File: src/hdl/fixed_block_free_list_allocator_unit_assert.svh
// Assertion macros shared by the free-list allocator RTL
`ifndef FIXED_BLOCK_FREE_LIST_ALLOCATOR_UNIT_ASSERT_SVH
`define FIXED_BLOCK_FREE_LIST_ALLOCATOR_UNIT_ASSERT_SVH

// same-cycle implication, sampled on clk, off while arst_n is low
`define FBFLA_AST_IMP(lbl, ante, cons, msg) \
	lbl: assert property (@(posedge clk) disable iff (!arst_n) (ante) |-> (cons)) else $error(msg);

// next-cycle implication, sampled on clk, off while arst_n is low
`define FBFLA_AST_NXT(lbl, ante, cons, msg) \
	lbl: assert property (@(posedge clk) disable iff (!arst_n) (ante) |=> (cons)) else $error(msg);

`endif

File: src/hdl/fbfla_pkg.sv
// Shared constants, codes and control/status types of the free-list allocator
`timescale 1ns / 1ps
package fbfla_pkg;

	// default pool depth
	localparam int MAX_BLOCKS_DEF = 256;

	// payload widths
	localparam int IDX_W   = 8;
	localparam int OFS_W   = 24;
	localparam int BSIZE_W = 16;
	localparam int BCNT_W  = 9;

	// configuration port
	localparam int CFG_IDX_W = 2;
	localparam int CFG_DAT_W = 16;
	localparam logic [CFG_IDX_W-1:0] REG_BLOCK_SIZE  = 2'd0;
	localparam logic [CFG_IDX_W-1:0] REG_BLOCK_COUNT = 2'd1;

	// register reset values
	localparam logic [BSIZE_W-1:0] BLOCK_SIZE_RST  = 16'd16;
	localparam logic [BCNT_W-1:0]  BLOCK_COUNT_RST = 9'd256;

	// input command codes
	localparam logic CMD_ALLOC = 1'b0;
	localparam logic CMD_FREE  = 1'b1;

	// controller -> datapath
	typedef struct packed {
		logic sweep_step;    // write one link of the relink pass
		logic sweep_finish;  // relink pass done, set the head
		logic free_cmd;      // free beat accepted
		logic alloc_read;    // allocate beat accepted, read link of head
		logic alloc_finish;  // load result register, advance head
	} dp_cmd_t;

	// datapath -> controller
	typedef struct packed {
		logic sweep_done;    // all links of the pool written
		logic out_free;      // result register can take a new result
		logic relink;        // block_count written this cycle
	} dp_sts_t;

endpackage

File: src/hdl/fbfla_ram.sv
// Generic single-write, single-read RAM with registered read data
`timescale 1ns / 1ps
module fbfla_ram #(
	parameter int WIDTH = 9,
	parameter int DEPTH = 256
) (
	input  logic                     clk,
	input  logic                     we,
	input  logic [$clog2(DEPTH)-1:0] waddr,
	input  logic [WIDTH-1:0]         wdata,
	input  logic                     re,
	input  logic [$clog2(DEPTH)-1:0] raddr,
	output logic [WIDTH-1:0]         rdata
);

	logic [WIDTH-1:0] mem_q [DEPTH];

	// read data holds until the next read
	always_ff @(posedge clk) begin
		if (we) begin
			mem_q[waddr] <= wdata;
		end
		if (re) begin
			rdata <= mem_q[raddr];
		end
	end

endmodule

File: src/hdl/fbfla_ctrl.sv
// Controller state machine of the free-list allocator
`timescale 1ns / 1ps
module fbfla_ctrl (
	input  logic              clk,
	input  logic              arst_n,
	input  logic              in_valid,
	input  logic              command,
	input  fbfla_pkg::dp_sts_t sts,
	output logic              in_stall,
	output fbfla_pkg::dp_cmd_t cmd
);
	import fbfla_pkg::*;

	typedef enum logic [1:0] {
		ST_SWEEP,
		ST_IDLE,
		ST_ALLOC
	} state_t;

	state_t state_q;
	logic   accept;

	assign in_stall = (state_q != ST_IDLE);
	assign accept   = in_valid && !in_stall;

	// command decode
	always_comb begin
		cmd = '0;
		unique case (state_q)
			ST_SWEEP: begin
				cmd.sweep_step   = !sts.sweep_done;
				cmd.sweep_finish = sts.sweep_done;
			end
			ST_IDLE: begin
				cmd.free_cmd   = accept && (command == CMD_FREE);
				cmd.alloc_read = accept && (command == CMD_ALLOC);
			end
			ST_ALLOC: begin
				cmd.alloc_finish = sts.out_free;
			end
			default: begin
				cmd = '0;
			end
		endcase
	end

	// state register; a block_count write restarts the relink pass
	always_ff @(posedge clk or negedge arst_n) begin
		if (!arst_n) begin
			state_q <= ST_SWEEP;
		end else if (sts.relink) begin
			state_q <= ST_SWEEP;
		end else begin
			unique case (state_q)
				ST_SWEEP: begin
					if (sts.sweep_done) state_q <= ST_IDLE;
				end
				ST_IDLE: begin
					if (accept && (command == CMD_ALLOC)) state_q <= ST_ALLOC;
				end
				ST_ALLOC: begin
					if (sts.out_free) state_q <= ST_IDLE;
				end
				default: begin
					state_q <= ST_SWEEP;
				end
			endcase
		end
	end

endmodule

File: src/hdl/fbfla_dp.sv
// Datapath of the free-list allocator: registers, link RAM, head, result
`timescale 1ns / 1ps
module fbfla_dp #(
	parameter int MAX_BLOCKS = fbfla_pkg::MAX_BLOCKS_DEF
) (
	input  logic                              clk,
	input  logic                              arst_n,
	// configuration
	input  logic                              cfg_valid,
	output logic                              cfg_ready,
	input  logic [fbfla_pkg::CFG_IDX_W-1:0]   cfg_index,
	input  logic [fbfla_pkg::CFG_DAT_W-1:0]   cfg_data,
	// input payload
	input  logic [fbfla_pkg::IDX_W-1:0]       free_index,
	input  logic                              free_null,
	// result
	output logic                              out_valid,
	input  logic                              out_stall,
	output logic                              granted,
	output logic [fbfla_pkg::IDX_W-1:0]       block_index,
	output logic [fbfla_pkg::OFS_W-1:0]       block_offset,
	// control
	input  fbfla_pkg::dp_cmd_t                cmd,
	output fbfla_pkg::dp_sts_t                sts
);
	import fbfla_pkg::*;

	localparam int IW = $clog2(MAX_BLOCKS);
	localparam int LW = IW + 1;
	localparam int PW = IW + BSIZE_W;
	localparam logic [LW-1:0] LINK_NULL = LW'(MAX_BLOCKS);

	logic [BSIZE_W-1:0] block_size_q;
	logic [BCNT_W-1:0]  block_count_q;
	logic [LW-1:0]      head_q;
	logic [LW-1:0]      cnt_q;
	logic [LW-1:0]      pool_n;
	logic [LW-1:0]      cnt_nxt;
	logic               cfg_wr;
	logic               relink;
	logic               head_null;
	logic               push_ok;
	logic               out_valid_q;
	logic               granted_q;
	logic [IDX_W-1:0]   index_q;
	logic [OFS_W-1:0]   offset_q;
	logic [PW-1:0]      product;
	logic               ram_we;
	logic [IW-1:0]      ram_waddr;
	logic [LW-1:0]      ram_wdata;
	logic [LW-1:0]      ram_rdata;

	assign cfg_ready = 1'b1;
	assign cfg_wr    = cfg_valid && cfg_ready;
	assign relink    = cfg_wr && (cfg_index == REG_BLOCK_COUNT);

	// configuration registers
	always_ff @(posedge clk or negedge arst_n) begin
		if (!arst_n) begin
			block_size_q  <= BLOCK_SIZE_RST;
			block_count_q <= BLOCK_COUNT_RST;
		end else if (cfg_wr) begin
			unique case (cfg_index)
				REG_BLOCK_SIZE:  block_size_q  <= cfg_data;
				REG_BLOCK_COUNT: block_count_q <= cfg_data[BCNT_W-1:0];
				default: ;
			endcase
		end
	end

	// pool size, capped at the link RAM depth
	assign pool_n  = (int'(block_count_q) > MAX_BLOCKS) ? LINK_NULL : LW'(block_count_q);
	assign cnt_nxt = cnt_q + LW'(1);

	// relink pass counter
	always_ff @(posedge clk or negedge arst_n) begin
		if (!arst_n) begin
			cnt_q <= '0;
		end else if (relink) begin
			cnt_q <= '0;
		end else if (cmd.sweep_step) begin
			cnt_q <= cnt_nxt;
		end
	end

	assign head_null = (head_q == LINK_NULL);
	assign push_ok   = cmd.free_cmd && !free_null && (int'(free_index) < MAX_BLOCKS);

	// link RAM write: relink pass or a pushed block
	always_comb begin
		ram_we    = cmd.sweep_step || push_ok;
		ram_waddr = cnt_q[IW-1:0];
		ram_wdata = (cnt_nxt == pool_n) ? LINK_NULL : cnt_nxt;
		if (push_ok) begin
			ram_waddr = IW'(free_index);
			ram_wdata = head_q;
		end
	end

	fbfla_ram #(
		.WIDTH (LW),
		.DEPTH (MAX_BLOCKS)
	) u_link_ram (
		.clk   (clk),
		.we    (ram_we),
		.waddr (ram_waddr),
		.wdata (ram_wdata),
		.re    (cmd.alloc_read),
		.raddr (head_q[IW-1:0]),
		.rdata (ram_rdata)
	);

	// head of the free list
	always_ff @(posedge clk or negedge arst_n) begin
		if (!arst_n) begin
			head_q <= '0;
		end else if (cmd.sweep_finish) begin
			head_q <= (pool_n == '0) ? LINK_NULL : '0;
		end else if (push_ok) begin
			head_q <= LW'(free_index);
		end else if (cmd.alloc_finish && !head_null) begin
			head_q <= ram_rdata;
		end
	end

	// byte offset of the head block
	assign product = PW'(head_q[IW-1:0]) * PW'(block_size_q);

	// result register
	always_ff @(posedge clk or negedge arst_n) begin
		if (!arst_n) begin
			out_valid_q <= 1'b0;
		end else if (cmd.alloc_finish) begin
			out_valid_q <= 1'b1;
		end else if (!out_stall) begin
			out_valid_q <= 1'b0;
		end
	end

	always_ff @(posedge clk) begin
		if (cmd.alloc_finish) begin
			granted_q <= !head_null;
			index_q   <= head_null ? '0 : IDX_W'(head_q);
			offset_q  <= head_null ? '0 : OFS_W'(product);
		end
	end

	assign out_valid    = out_valid_q;
	assign granted      = granted_q;
	assign block_index  = index_q;
	assign block_offset = offset_q;

	assign sts.sweep_done = (cnt_q == pool_n);
	assign sts.out_free   = !out_valid_q || !out_stall;
	assign sts.relink     = relink;

endmodule

File: src/hdl/fixed_block_free_list_allocator_unit.sv
// Top level of the fixed-size block free-list allocator
`timescale 1ns / 1ps
// Usage:
//  Input channel (in_valid/in_stall): command 0 allocates a block, command 1
//  frees free_index (ignored when free_null is set or free_index is not below
//  MAX_BLOCKS). Output channel (out_valid/out_stall): one beat per allocate
//  with granted, block_index and block_offset = index * block_size; granted
//  is 0 with zero fields when the pool is exhausted. Frees give no beat.
//  Config channel (cfg_valid/cfg_ready, always ready): index 0 block_size,
//  index 1 block_count; other indexes are ignored.
//  Timing: a free is taken in the idle state; an allocate also passes the
//  allocate state, set by the registered read of the next link of the head
//  from the link RAM, and loads the output register once that register drains.
//  Reset and every block_count write start a relink pass that writes one
//  link per cycle; in_stall is high during the pass and config writes are
//  still taken. A stalled result holds in the output register; the block
//  keeps taking frees meanwhile unless an allocate is pending, and it
//  finishes a pending allocate once the register drains.
module fixed_block_free_list_allocator_unit #(
	parameter int MAX_BLOCKS = fbfla_pkg::MAX_BLOCKS_DEF
) (
	input  logic                            clk,
	input  logic                            arst_n,
	// input channel
	input  logic                            in_valid,
	output logic                            in_stall,
	input  logic                            command,
	input  logic [fbfla_pkg::IDX_W-1:0]     free_index,
	input  logic                            free_null,
	// output channel
	output logic                            out_valid,
	input  logic                            out_stall,
	output logic                            granted,
	output logic [fbfla_pkg::IDX_W-1:0]     block_index,
	output logic [fbfla_pkg::OFS_W-1:0]     block_offset,
	// configuration channel
	input  logic                            cfg_valid,
	output logic                            cfg_ready,
	input  logic [fbfla_pkg::CFG_IDX_W-1:0] cfg_index,
	input  logic [fbfla_pkg::CFG_DAT_W-1:0] cfg_data
);
	import fbfla_pkg::*;

	dp_cmd_t cmd;
	dp_sts_t sts;
	logic    alloc_beat;
	logic    free_beat;

	fbfla_ctrl u_ctrl (
		.clk      (clk),
		.arst_n   (arst_n),
		.in_valid (in_valid),
		.command  (command),
		.sts      (sts),
		.in_stall (in_stall),
		.cmd      (cmd)
	);

	fbfla_dp #(
		.MAX_BLOCKS (MAX_BLOCKS)
	) u_dp (
		.clk          (clk),
		.arst_n       (arst_n),
		.cfg_valid    (cfg_valid),
		.cfg_ready    (cfg_ready),
		.cfg_index    (cfg_index),
		.cfg_data     (cfg_data),
		.free_index   (free_index),
		.free_null    (free_null),
		.out_valid    (out_valid),
		.out_stall    (out_stall),
		.granted      (granted),
		.block_index  (block_index),
		.block_offset (block_offset),
		.cmd          (cmd),
		.sts          (sts)
	);

	// accepted beats, for the checks below
	assign alloc_beat = in_valid && !in_stall && (command == CMD_ALLOC);
	assign free_beat  = in_valid && !in_stall && (command == CMD_FREE);

`include "fixed_block_free_list_allocator_unit_assert.svh"

	`FBFLA_AST_NXT(a_alloc_result, alloc_beat && !out_valid && !cfg_valid, ##1 out_valid, "allocate gave no result in two cycles")
	`FBFLA_AST_NXT(a_free_silent, free_beat && !out_valid, !out_valid, "free produced a result")
	`FBFLA_AST_IMP(a_one_writer, cmd.sweep_step, !cmd.free_cmd && !cmd.alloc_read, "relink pass overlaps an item")

endmodule

File: config.mk
export PLATFORM = sky130hd
export DESIGN_NAME = fixed_block_free_list_allocator_unit
export DESIGN_NICKNAME = d
export VERILOG_FILES = /design/src/hdl/fbfla_pkg.sv /design/src/hdl/fbfla_ram.sv /design/src/hdl/fbfla_ctrl.sv /design/src/hdl/fbfla_dp.sv /design/src/hdl/fixed_block_free_list_allocator_unit.sv
export VERILOG_INCLUDE_DIRS = /design/src /design/src/hdl
export SDC_FILE = /design/constraint.sdc
export NUM_CORES = 2
export LEC_CHECK = 0
export BUFFER_PORTS_ARGS = -buffer_cell sky130_fd_sc_hd__buf_2
export CAP_MARGIN = 20
export CELL_PAD_IN_SITES_DETAIL_PLACEMENT = 0
export CELL_PAD_IN_SITES_GLOBAL_PLACEMENT = 2
export CORE_MARGIN = 2
export CORE_UTILIZATION = 30
export DETAILED_ROUTE_END_ITERATION = 10
export PLACE_DENSITY = 0.58
export SLEW_MARGIN = 20
export SYNTH_ARGS = -nofsm -noshare
export SYNTH_HDL_FRONTEND = slang
export SYNTH_SLANG_ARGS = --single-unit
export TNS_END_PERCENT = 30
File: constraint.sdc
create_clock -name clk -period 19.4 [get_ports clk]
set_clock_uncertainty 0.1 [all_clocks]
set_input_delay 0.97 -clock clk [delete_from_list [all_inputs] [get_ports clk]]
set_output_delay 0.97 -clock clk [all_outputs]
set_load 0.02 [all_outputs]
## After elaboration in Yosys (flattened, before gate mapping)

Memories as Yosys holds them, arrays and structs flattened. A register that Yosys moved wholly into a read port is not among the register bits.
Cells that the tools add are included.

| storage, ports and cells | value |
|---|---|
| register bits | 79 |
| memory bits (writable) | 2,304 |
| bits of input ports | 33 |
| output and inout bits | 36 |
| memories | 1 |

Memories:

| name | depth | width | rd ports | clocked after memory_dff | wr ports | RTL line | text |
|---|---|---|---|---|---|---|---|
| u_dp.u_link_ram.mem_q | 256 | 9 | 1 | 1 | 1 | fbfla_ram.sv:16 | `logic [WIDTH-1:0] mem_q [DEPTH];` |

| cells by class | value |
|---|---|
| $add $sub $neg | 1 |
| multipliers | 1 |
| $lt $le $gt $ge | 1 |
| eq/ne operators | 11 |
| muxes and demuxes | 22 |
| bitwise gates (word level) | 1 |
| reduce and logical (&&, ||, !) cells | 22 |

Operators by type and width:

| kind | count |
|---|---|
| 9-bit 2-to-1 mux | 9 |
| 8-bit by 16-bit multiplier with 24-bit output | 1 |
| 9-bit == test | 2 |
| 2-bit 2-to-1 mux | 6 |
| 9-bit by 1-bit adder with 9-bit output, second input constant | 1 |
| 9-bit == test, second input constant | 1 |
| 9-bit greater-than comparator, second input constant | 1 |
| 9-bit logical NOT | 1 |
| 8-bit 2-to-1 mux | 1 |
| 1-bit logical AND | 6 |
| 1-bit logical NOT | 6 |
| 3-bit by 1-bit != test with 1-bit output, second input constant | 2 |
| 2-bit case mux with 3 select lines | 1 |
| 1-bit 2-to-1 mux | 5 |
| 2-bit by 1-bit == test with 1-bit output, second input constant | 2 |
| 2-bit logical NOT | 2 |
| 2-bit by 1-bit != test with 1-bit output, second input constant | 2 |
| 2-bit AND reduction | 2 |
| 3-bit by 2-bit != test with 1-bit output, second input constant | 1 |
| 3-bit AND reduction | 1 |
| 3-bit nonzero test | 1 |
| 2-bit == test, second input constant | 1 |
| 1-bit logical OR | 2 |
| 2-bit nonzero test | 1 |
| 1-bit inverter | 1 |

## Longest topological paths before layout

| logic depth | value |
|---|---|
| depth after elaboration | 9 |
| depth in mapped cells | 26 |
| depth with buffers taken out | 18 |

## Hierarchy

From an unflattened synthesis, not the netlist that was laid out.

| second synthesis, totals | value |
|---|---|
| cells, all modules | 5,110 |
| area total of the unflattened synthesis | 97,644.9 um2 |

By module, submodules not included:

| module | instances | cells each | area an instance (um2) | sequential area each (um2) |
|---|---|---|---|---|
| fbfla_ram | 1 | 4,237 | 89,368.2 | 69,456.6 |
| fbfla_dp | 1 | 857 | 8,132.8 | 2,094.5 |
| fbfla_ctrl | 1 | 16 | 143.9 | 50.0 |

## Worst setup path before layout

Ideal clock, no wire load.

| path | value |
|---|---|
| kind | in2reg |
| from | in in_valid |
| to | mem u_dp.u_link_ram.mem_q[0][7] (data pin) |
| setup time | 2.243 ns |
| arrival | 12.360 ns |
| path slack | 4.697 ns |
| cell stages on the path | 7 |
| cells stage by stage | nand2_1 > or3_1 > clkbuf_1 > clkbuf_1 > clkbuf_1 > nor2_1 > a211oi_1 |

| between the ends | value |
|---|---|
| longest elaborated chain between the ends | 5 |

RTL lines:

| item | RTL line | text |
|---|---|---|
| from (decl) | fixed_block_free_list_allocator_unit.sv:25 | `input logic in_valid,` |
| 1-bit logical AND | fbfla_ctrl.sv:24 | `assign accept = in_valid && !in_stall;` |
| 1-bit logical AND | fbfla_ctrl.sv:35 | `cmd.free_cmd = accept && (command == CMD_FREE);` |
| 2-bit 2-to-1 mux | fbfla_ctrl.sv:29 | `unique case (state_q)` |
| 1-bit logical AND | fbfla_dp.sv:87 | `assign push_ok = cmd.free_cmd && !free_null && (int'(free_index) < MAX_BLOCKS);` |
| 9-bit 2-to-1 mux | fbfla_dp.sv:94 | `if (push_ok) begin` |
| named net u_dp.ram_wdata[7] | fbfla_dp.sv:50 | `logic [LW-1:0] ram_wdata;` |
| to (decl) | fbfla_ram.sv:16 |  |

The timed path passes the listed nets, and every way through them passes these cells.

## Final worst setup path

| path | value |
|---|---|
| from | reg u_dp.head_q[0] |
| to | reg u_dp.offset_q[21] (netlist: u_dp.block_offset[21]) (data pin) |

| between the ends | value |
|---|---|
| longest elaborated chain between the ends | 1 |
| elaborated cells on any way between the ends | 2 |
| classes of those cells | mul (1); eq/ne (1) |

RTL lines:

| item | RTL line | text |
|---|---|---|
| from (decl) | fbfla_dp.sv:35 | `logic [LW-1:0] head_q;` |
| from (signal assigned) | fbfla_dp.sv:118 | `head_q <= (pool_n == '0) ? LINK_NULL : '0;` |
| from (signal assigned) | fbfla_dp.sv:120 | `head_q <= LW'(free_index);` |
| from (signal assigned) | fbfla_dp.sv:122 | `head_q <= ram_rdata;` |
| 8-bit by 16-bit multiplier with 24-bit output / 9-bit == test (equally long branches) | fbfla_dp.sv:127, fbfla_dp.sv:86 |  |
| to (signal assigned) | fbfla_dp.sv:144 | `offset_q <= head_null ? '0 : OFS_W'(product);` |
| to (decl) | fbfla_dp.sv:46 | `logic [OFS_W-1:0] offset_q;` |

Several ways; a longest one is shown, not always the timed one.
A chain may end at the register's enable or synchronous reset.

==> flow_summary.yaml <==
worst_setup_path:
  worstSetupStartpointType: "register"
  required_ps: 19920
  crit_slowest_cell: "dfrtp_4"
  cpPeakStageDelay_ps: 960
  setup.worst_path.class: "register to register"
  crit_arrival_ps: 7250
  endpoint_kind: "register"
  timing.rr.start: "u_dp.head_q[0]"
  crit_top_cell: "fa_1"
  critPathLaunch: "u_dp.head_q[0]"
  cp_max_fo: 43
  worstPathCellList: "buf_4, buf_4, and2_1, fa_1, fa_1, inv_1, fa_1, inv_1, ha_1, a21o_1, a21oi_1, nor2b_1, a311oi_1, a211oi_1, o41ai_1, a21oi_1, o21a_1"
synthesis:
  synth_cell_types: 70
  syn_area_per_cell_um2: 19.9
  synth.area.top_cells: "edfxtp_1 (72%), mux4_2 (14%), fa_1 (1.7%)"
  synthCells: 4887
  yosys.area.top_type: "edfxtp_1"
  async_flop_share_pct: 1.92
  synth_top_area_share_pct: 72.3
  syn-cell-area_mm2: 0.0974
  yosysMostFrequentCell: "edfxtp_1"
  synth_fp_nets: 5049
  ys_seq_elements: 2392
  seq_area_frac_synth_pct: 73.5
  ys.flop_type: "edfxtp_1"
  synth-edff-count: 2346
  ys_warn_count: 0
  yosys-top-cells-count: "edfxtp_1 (2346), mux4_2 (585), nor2_1 (353)"
route:
  drt_iter0_drc: 5369
  wire_per_inst_um: 30.4
  drtAntennaViolNets: 0
  vias: 49300
  route.detailed.drc: 0
  vias_per_cell: 5.12
  wl_um: 293000
  dr.pass1.iters: 6
floorplanning:
  dieWidth_um: 574
  io-pin-count: 69
  core_mm2: 0.324
  dieArea_mm2: 0.329
  chipHeight_um: 574
  row_count: 209
  initial_core_util_pct: 30.1
pwr:
  leakage_nw: 35.6
  ir_drop_v: 0.000214
  p_per_area_mw_per_mm2: 166
global_routing:
  grt-ovfl-total: 0
  use_met2_pct: 28.3
  track_usage_pct: 17.5
  antenna_found_initial: 24
  gr-max-usage-layer: "met2"
  grt_start_max_net_pins: 217
  grt_pass1_vias: 50400
  use_met1_pct: 24.7
  grt.met3_usage_pct: 2.43
  grt_pass1_wl_um: 410000
timing:
  period_needed_ps: 6730
  fin_tns_setup_ps: 0
  period_share_pct: 34.7
  setup_viol: 0
  worstMarginPinSlew_ps: 1300
  slew_headroom_pct: 13.1
  rsz0062_at_grt: "no"
  final-max-slew-violation-count: 0
  finalHoldViolations: 0
  max_freq_mhz: 149
  hold_slack_ps: 122
cts:
  insertion_delay_ps: 870
  post_cts_buffers: 0
  path_clk_slew_ps: 60
  post_cts_resized: 0
  h-tree-depth: 5
  holdBufCountCts: 0
  clock-sinks: 2392
  cts_tree: "built"
  root_buffer: "clkbuf_16"
  cts_made_buffers: 269
  max-clock-path-buffers: 4
placement:
  gp_congestion: 0.802
  place_inst: 9141
  dp_hpwl_um: 177000
  placed_area_mm2: 0.103
  port_buffers: 67
final_layout:
  area_growth_pct: 15.0
  stdcell_count: 9634
  nets: 5259
  finish.utilization_pct: 34.6
  drive_gt1_share_pct: 24.9
  fill_cells: 30400
  fin_area_mm2: 0.112
flow_run:
  max-cap-violations: 0
min_path:
  hold_class: "primary input to asynchronous set/reset pin"
run_status:
  outcome: "completed"
area by class of cell:
class	count	area [um2]	area share, %
flip-flops and latches	2392	71600	64.0
multi-input cells	2097	24300	21.7
clock buffers	324	7170	6.40
well taps	4325	5410	4.83
repair buffers	227	1670	1.49
clock inverters	149	1360	1.22
inverters	110	420	0.375
diodes	10	25.0	0.0223
sequential cells by signal (all words and copies together), names as in the netlist:
register               cells
u_ctrl.state_q             2
u_dp.block_count_q         9
u_dp.block_index           8
u_dp.block_offset         24
u_dp.block_size_q         16
u_dp.cnt_q                 9
u_dp.granted               1
u_dp.head_q                9
u_dp.out_valid             1
u_dp.u_link_ram.mem_q   2304
u_dp.u_link_ram.rdata      9
final timing paths:
| kind | to | slack, ps | depth (start not counted) |
|---|---|---|---|
| max in group asynchronous | u_dp.head_q[2] | 18490 | 2 |
| hold / removal | u_dp.block_size_q[9] | 120 | 2 |
| min in group clk | u_dp.block_size_q[10] | 220 | 2 |
| hold reg to reg | u_ctrl.state_q[0] | 510 | 2 |
| setup / recovery | u_dp.block_offset[21] | 12670 | 17 |
| setup reg to reg | u_dp.block_offset[21] | 12670 | 17 |
power breakdown:
group | switching, mW | internal (mW)
sequential | 0.199 | 6.52
clock | 2.08 | 2.93
combinational | 4.41 | 2.42
total | 6.70 | 11.9
worst max-delay path: cells and delay by family, from the launching register on:
kind                     cells  cell delay, ps
flip-flops                   1             960
adder cells (fa/ha/maj)      4            1750
buffers and inverters        4            1550
AND/OR/NAND/NOR              2             310
AO/OA/AOI/OAI                7            1760
logic make-up after synthesis:
logic type / share of synthesized area (%)
compound gates: 2.67
xor+xnor: 0.333
fa+ha+maj: 2.30
buf+inv: 1.92
flops: 73.5
mux: 15.7
other cells: 0.00385
simple gates: 3.58
metal layers:
layer  part of all wire [%]  wire length [um]
met4                    2.9              8470
met1                     44            129000
met2                     48            139000
met3                    5.8             16900
met5                 0.0072                21
through the flow:
| step | setup slack (ps) | total power, mW |
|---|---|---|
| floorplan | 4700 | 11.3 |
| global placement | 12380 | 13.7 |
| CTS | 12440 | 18.8 |
| global route | 12090 | 19.4 |
| finish | 12670 | 18.6 |
| detailed placement | 12440 | 13.8 |
cells in the final DEF (no fill, tap or decap), drive strengths merged, types with 13 or more instances in the layout:
cell    netlist  routed
edfxtp     2346    2346
mux4        585     585
nor2        353     353
clkbuf      164     324
buf         124     227
mux2i       158     158
nand2       138     138
and2        121     121
inv         109     117
clkinv        1     108
fa           84      84
a21oi        76      76
o21ai        60      60
mux2         46      46
ha           45      45
dfrtp        44      44
nor3         40      40
a211oi       40      40
a22oi        32      32
o221ai       32      32
nand3        27      27
o22ai        26      26
a221oi       26      26
bufinv        0      22
xnor2        20      20
a31oi        17      17
xor2         17      17
nor2b        17      17
nand3b       13      13
(Power assumes the default switching activity.)
